==> src/rtl/lc3ie_pkg.sv <==
package lc3ie_pkg;

   localparam logic [3:0] OP_BR  = 4'h0;
   localparam logic [3:0] OP_ADD = 4'h1;
   localparam logic [3:0] OP_LD  = 4'h2;
   localparam logic [3:0] OP_ST  = 4'h3;
   localparam logic [3:0] OP_JSR = 4'h4;
   localparam logic [3:0] OP_AND = 4'h5;
   localparam logic [3:0] OP_LDR = 4'h6;
   localparam logic [3:0] OP_STR = 4'h7;
   localparam logic [3:0] OP_NOT = 4'h9;
   localparam logic [3:0] OP_LDI = 4'hA;
   localparam logic [3:0] OP_STI = 4'hB;
   localparam logic [3:0] OP_JMP = 4'hC;
   localparam logic [3:0] OP_LEA = 4'hE;

   localparam logic [2:0] CC_P = 3'b001;
   localparam logic [2:0] CC_Z = 3'b010;
   localparam logic [2:0] CC_N = 3'b100;

   localparam logic [2:0] LINK_REG = 3'd7;

   typedef struct packed {
      logic [15:0] instruction;
      logic [15:0] pc_incremented;
   } req_item_type;

   typedef struct packed {
      logic [15:0] next_pc;
      logic        reg_written;
      logic [2:0]  reg_number;
      logic [15:0] reg_value;
      logic        mem_written;
      logic [15:0] mem_address;
      logic [15:0] mem_value;
      logic [2:0]  cond_code;
   } rsp_item_type;

   typedef struct packed {
      logic       en;
      logic [2:0] addr_a;
      logic [2:0] addr_b;
   } rf_read_type;

   typedef struct packed {
      logic        en;
      logic [2:0]  addr;
      logic [15:0] data;
   } rf_write_type;

   typedef struct packed {
      logic        en;
      logic [15:0] addr;
   } dm_read_type;

   typedef struct packed {
      logic        en;
      logic [15:0] addr;
      logic [15:0] data;
   } dm_write_type;

   function automatic logic [15:0] sext5(input logic [4:0] v);
      return {{11{v[4]}}, v};
   endfunction

   function automatic logic [15:0] sext6(input logic [5:0] v);
      return {{10{v[5]}}, v};
   endfunction

   function automatic logic [15:0] sext9(input logic [8:0] v);
      return {{7{v[8]}}, v};
   endfunction

   function automatic logic [15:0] sext11(input logic [10:0] v);
      return {{5{v[10]}}, v};
   endfunction

   function automatic logic [2:0] cc_of(input logic [15:0] v);
      logic [2:0] cc;
      if (v == 16'h0000) begin
         cc = CC_Z;
      end else if (v[15]) begin
         cc = CC_N;
      end else begin
         cc = CC_P;
      end
      return cc;
   endfunction

endpackage

==> src/rtl/lc3ie_regfile.sv <==
module lc3ie_regfile
   import lc3ie_pkg::*;
(
   input  logic         clock,
   input  logic         reset,
   input  rf_read_type  rd,
   input  rf_write_type wr,
   output logic [15:0]  rd_a_data,
   output logic [15:0]  rd_b_data
);

   logic [15:0] words_ff [8];
   logic [7:0]  valid_ff;
   logic [15:0] rd_a_ff;
   logic [15:0] rd_b_ff;

   always_ff @(posedge clock) begin
      if (reset) begin
         valid_ff <= '0;
      end else if (wr.en) begin
         valid_ff[wr.addr] <= 1'b1;
      end
   end

   always_ff @(posedge clock) begin
      if (wr.en) begin
         words_ff[wr.addr] <= wr.data;
      end
   end

   // A write in the same cycle as the read is forwarded to the read data.
   always_ff @(posedge clock) begin
      if (rd.en) begin
         if (wr.en && (wr.addr == rd.addr_a)) begin
            rd_a_ff <= wr.data;
         end else if (valid_ff[rd.addr_a]) begin
            rd_a_ff <= words_ff[rd.addr_a];
         end else begin
            rd_a_ff <= '0;
         end
         if (wr.en && (wr.addr == rd.addr_b)) begin
            rd_b_ff <= wr.data;
         end else if (valid_ff[rd.addr_b]) begin
            rd_b_ff <= words_ff[rd.addr_b];
         end else begin
            rd_b_ff <= '0;
         end
      end
   end

   assign rd_a_data = rd_a_ff;
   assign rd_b_data = rd_b_ff;

endmodule

==> config.mk <==
export PLATFORM = sky130hd
export DESIGN_NAME = lc3ie_regfile
export DESIGN_NICKNAME = d
export VERILOG_FILES = /design/src/rtl/lc3ie_pkg.sv /design/src/rtl/lc3ie_regfile.sv
export SDC_FILE = /design/constraint.sdc
export NUM_CORES = 1
export LEC_CHECK = 0
export BUFFER_PORTS_ARGS = -buffer_cell sky130_fd_sc_hd__buf_2
export CORE_MARGIN = 5
export CORE_UTILIZATION = 40
export CTS_BUF_LIST = sky130_fd_sc_hd__clkbuf_8
export DETAILED_ROUTE_END_ITERATION = 8
export PLACE_DENSITY = 0.64
export SLEW_MARGIN = 30
export SYNTH_ARGS = -nofsm -noshare
export SYNTH_HDL_FRONTEND = slang
export SYNTH_SLANG_ARGS = --single-unit
==> constraint.sdc <==
create_clock -name clock -period 4.2 [get_ports clock]
set_clock_uncertainty 0.05 [all_clocks]
set_input_delay 0.63 -clock clock [delete_from_list [all_inputs] [get_ports clock]]
set_output_delay 0.63 -clock clock [all_outputs]
set_load 0.05 [all_outputs]
Word-level counts from Yosys, hierarchy flattened
Memories as Yosys holds them, arrays and structs flattened.
Cells that the tools add are included.
- bits in registers: 40
- memory bits (writable): 128
- input bits: 29
- memories: 1
- $lt $le $gt $ge: 4
- equal/unequal tests: 2
- muxes and demuxes: 12
- bitwise gates (word level): 1
- reductions and logical operators: 3
- memory list (memory ; words ; width ; rd ports ; clocked after memory_dff ; wr ports ; RTL line ; text):
    words_ff ; 8 ; 16 ; 2 ; 0 ; 1 ; lc3ie_regfile.sv:12 ; logic [15:0] words_ff [8];
- operators by type and width (cell ; count):
    16-bit two-way mux ; 4
    3-bit by 4-bit < comparator with 1-bit output (second input constant) ; 3
    8-bit bitwise OR ; 1
    1-bit binary-select mux with 3-bit select ; 2
    3-bit equality test ; 2
    1-bit two-way mux ; 5
    1-bit demux with 3-bit select ; 1
    3-bit by 1-bit greater-or-equal comparator with 1-bit output (second input constant) ; 1
    1-bit logical AND ; 3

Longest topological paths before layout
- depth in word-level cells: 5
- depth in mapped cells: 8
- depth with buffers taken out: 4

Worst setup path after synthesis
OpenSTA, ideal clock, no wires.
- path kind: input to register
- start: in wr[17] (netlist name)
- end: mem words_ff[0][0], enable pin
- data arrival time: 2006 ps
- data required time: 3738 ps
- path slack: 1732 ps
- stages: 2
- buffers on the path: 1
- cell sequence: buf_4 nor3_1
- RTL lines (element ; RTL line ; text):
    from (decl) ; lc3ie_regfile.sv:7 ; input rf_write_type wr,
    to (decl) ; lc3ie_regfile.sv:12 ;
Straight into the memory's write port.

Worst setup path in the final report
- start: in rd[5] (netlist name)
- end: reg rd_a_ff[2] (netlist: rd_a_data[2]) (data pin)
- longest elaborated chain between the ends: 4
- ends and longest elaborated chain (element ; RTL line ; text):
    from (decl) ; lc3ie_regfile.sv:6 ; input rf_read_type rd,
    1-bit binary-select mux with 3-bit select ; lc3ie_regfile.sv:36 ; end else if (valid_ff[rd.addr_a]) begin
    1-bit two-way mux (not written as such) ; lc3ie_regfile.sv:36 ;
    16-bit two-way mux ; lc3ie_regfile.sv:36 ;
    16-bit two-way mux (*) ; lc3ie_regfile.sv:34 ; if (wr.en && (wr.addr == rd.addr_a)) begin
    to (signal assigned) ; lc3ie_regfile.sv:35 ; rd_a_ff <= wr.data;
    to (signal assigned) ; lc3ie_regfile.sv:37 ; rd_a_ff <= words_ff[rd.addr_a];
    to (decl) ; lc3ie_regfile.sv:14 ; logic [15:0] rd_a_ff;
Every way passes the cells marked *; elsewhere a longest branch is shown, timed or not. The select of a mux whose other input is x is not followed.
A chain may end at the register's enable or synchronous reset.

==> results.cfg <==
[placed_design]
place.gp.congestion = 0.7417
io_buffers = 60
hpwl_um = 10800
dp_cells = 686

[cts]
htreeDepth = 4
clk_latency_ns = 0.44
cts_sinks = 168
cts_buffers = 17
path_clk_slew_ns = 0.08
cts.repair.resized = 0
cts_hold_buf = 0
post-cts-setup-buffers = 0
cts_root_buffer = clkbuf_8
cts_tree = yes
clockBufferDepth = 2

[synthesis]
syn_area_um2 = 7622
yosys_warnings = 0
netlist.top_cell.by_area = edfxtp_1
avgSynthCellArea_um2 = 18.64
synthCells = 409
ys_ff_latch = 168
yosys-top-cells-area = edfxtp_1, mux4_2, mux2i_1, o21ai_2, dfxtp_1
yosysTopAreaCellShare = 0.6303
yosysUniqueCellTypes = 23
synth_nets = 438
synth-seq-area-share = 0.6513

[floorplanning]
core_area_um2 = 18710
die_h_um = 148.0
rows = 50
start_util = 0.4075
die_area_um2 = 21920
ioPinCount = 61
die_w_um = 148.0

[critical_path]
r2r-end = rd_b_data[2]$_DFFE_PP_
worstPathArrival_ns = 2.63
start_kind = primary input
path_buf_inv = 1
worstRegToRegCells = 4
crit_path_top_delay_cell = or4_4
rrSetupSlack_ns = 2.41
worst-setup-path-type = in -> reg
critical_path_required_ns = 4.44
path_max_fanout = 20
r2r_start = valid_ff[6]$_SDFFE_PP0P_
critPathCaptureType = register
critPathTopFamily = simple AND/OR/NAND/NOR gates
crit_path_max_incr_delay_ns = 0.74
crit_chain = buf_2, xnor2_1, and4_4, or4_4, o21ai_0

[sta]
fin_hold_ws_ns = 0.4342
slew_headroom = 0.4735
drv_slew = 0
fin_crit_ns = 2.386
setup_violations = 0
max_freq_mhz = 419.1
fin_tns_setup_ns = 0
rsz0062_at_grt = false
hold_violations = 0
timing.final.crit_share = 0.5681
worst_pin_slew_ns = 0.7897

[final_layout]
syn_to_final_growth_pct = 11.34
fin_cells = 717
final_nets = 500
layout-drive-gt1-share = 0.4017
final.fill_count = 1583
diodes = 0

[power_and_ir_drop]
combinationalPowerShare = 0.125
p_sw_mw = 0.8588
swShare = 0.2501
power_leakage_nw = 2.888
power.density_nw_per_um2 = 404.6
internal_power_mw = 2.575
vdd_drop_max_v = 0.0002506
clockPowerShare = 0.310
seqPwrFrac = 0.565

[global_routing]
grt_max_degree = 33
grt-ovfl-total = 0
grt_use_total = 0.1653
grt_pass1_vias = 4448
grt_pass1_wl_um = 26480
antenna_found_initial = 0

[status]
status = completed

[drt]
postRouteAntennaNets = 0
drc = 0
vias = 4073
drtIter0Drc = 353
dr.pass1.iters = 5
post_drt_wl_per_cell_um = 24.29
vias_per_cell = 5.681
drt-total-wl_um = 17420

[flow_run]
drv_cap = 0

[hold_path]
hp-class = in -> reg
whs_path_depth = 2
min_to = valid_ff[6]$_SDFFE_PP0P_
hp-start = reset
[routing by layer]
layer	share of wire	vias up	routed length, um	track usage
li1	-	1788	-	-
met1	0.43	2112	7436	0.2246
met2	0.50	158	8653	0.2715
met3	0.068	15	1193	0.04384
met4	0.0078	0	135	0.03418
met5	0	-	0	0
[cell type report]
cell class              count  area, um^2  area share
clock inverters            14       118.9     0.01401
clock buffers              17       234.0     0.02757
flip-flops and latches    168        4965      0.5850
well taps                 234       292.8     0.03450
multi-input cells         210        2471      0.2912
repair buffers             74       405.4     0.04777
[placed cells by master (no fill, tap or decap), drive strengths merged]
cell type  synthesis  final
a2111oi            2      2
and4               2      2
buf               19     74
bufinv             0      2
clkbuf            12     17
clkinv             0      8
clkinvlp           0      1
dfxtp              8      8
edfxtp           160    160
inv                0      3
mux2               2      2
mux2i             32     32
mux4              66     66
nand2             34     34
nand2b             3      3
nor2              20     20
nor2b              4      4
nor3               2      2
nor3b              2      2
o21ai             32     32
o21ba              1      1
or4                2      2
xnor2              6      6
[worst max-delay path by stage]
stage	start	end	slack (ns)	cells after the start
final	rd[5]	rd_a_data[2]$_DFFE_PP_	1.81	5
after floorplan	wr[17]	words_ff[0][0]$_DFFE_PP_	1.73	2
after detailed placement	rd[5]	rd_a_data[15]$_DFFE_PP_	1.32	5
after global routing	rd[3]	rd_a_data[15]$_DFFE_PP_	1.70	6
after global placement	rd[5]	rd_a_data[2]$_DFFE_PP_	1.41	5
after CTS	rd[5]	rd_a_data[2]$_DFFE_PP_	1.83	5
[state kept, by name, summed over array words and instances (netlist names)]
name / flops
valid_ff: 8
rd_b_data: 16
words_ff: 128
rd_a_data: 16
[stage by stage]
step	util	instance area, um^2	power, mW	setup WS [ns]
finish	0.4537	8487	3.434	1.814
global route	0.4537	8487	3.563	1.700
CTS	0.4537	8487	3.463	1.831
detailed placement	0.4348	8134	2.413	1.316
global placement	0.4348	8134	2.398	1.413
floorplan	-	7622	2.286	1.732
[power groups by stage]
stage / combinational, mW / clock (mW) / sequential [mW]
finish: 0.428 / 1.07 / 1.94
global route: 0.458 / 1.16 / 1.95
CTS: 0.434 / 1.09 / 1.94
detailed placement: 0.434 / 0 / 1.98
global placement: 0.424 / 0 / 1.97
floorplan: 0.225 / 0 / 2.06
[synthesized netlist by cell type]
cell type	instances
buf_2	7
clkbuf_1	12
xnor2_1	6
mux2i_1	32
and4_4	2
o21ai_0	12
nand2_1	34
nor2_1	20
nor2b_1	4
or4_4	2
o21ai_2	20
dfxtp_1	8
mux2_2	2
nor3b_1	2
edfxtp_1	160
buf_6	8
a2111oi_0	2
mux4_2	66
nor3_1	2
o21ba_2	1
nand2b_1	3
buf_1	1
buf_4	3
[logic make-up (layout without fill, tap and decap cells)]
group / after synthesis / after routing / share of synthesized area
AO/OA/AOI/OAI: 35 / 35 / 0.03447
XOR/XNOR: 6 / 6 / 0.006894
buffers and inverters: 31 / 105 / 0.02577
flip-flops: 168 / 168 / 0.6513
multiplexers: 100 / 100 / 0.2400
AND/OR/NAND/NOR: 69 / 69 / 0.04153
[worst reg2reg max path: cells and delay by family, from the launching register on]
kind	cells	cell delay, ns
AND/OR/NAND/NOR	2	0.73
AO/OA/AOI/OAI	1	0.25
flip-flops	1	0.36
multiplexers	1	0.24
No activity file was read; power rests on OpenSTA's default activity.
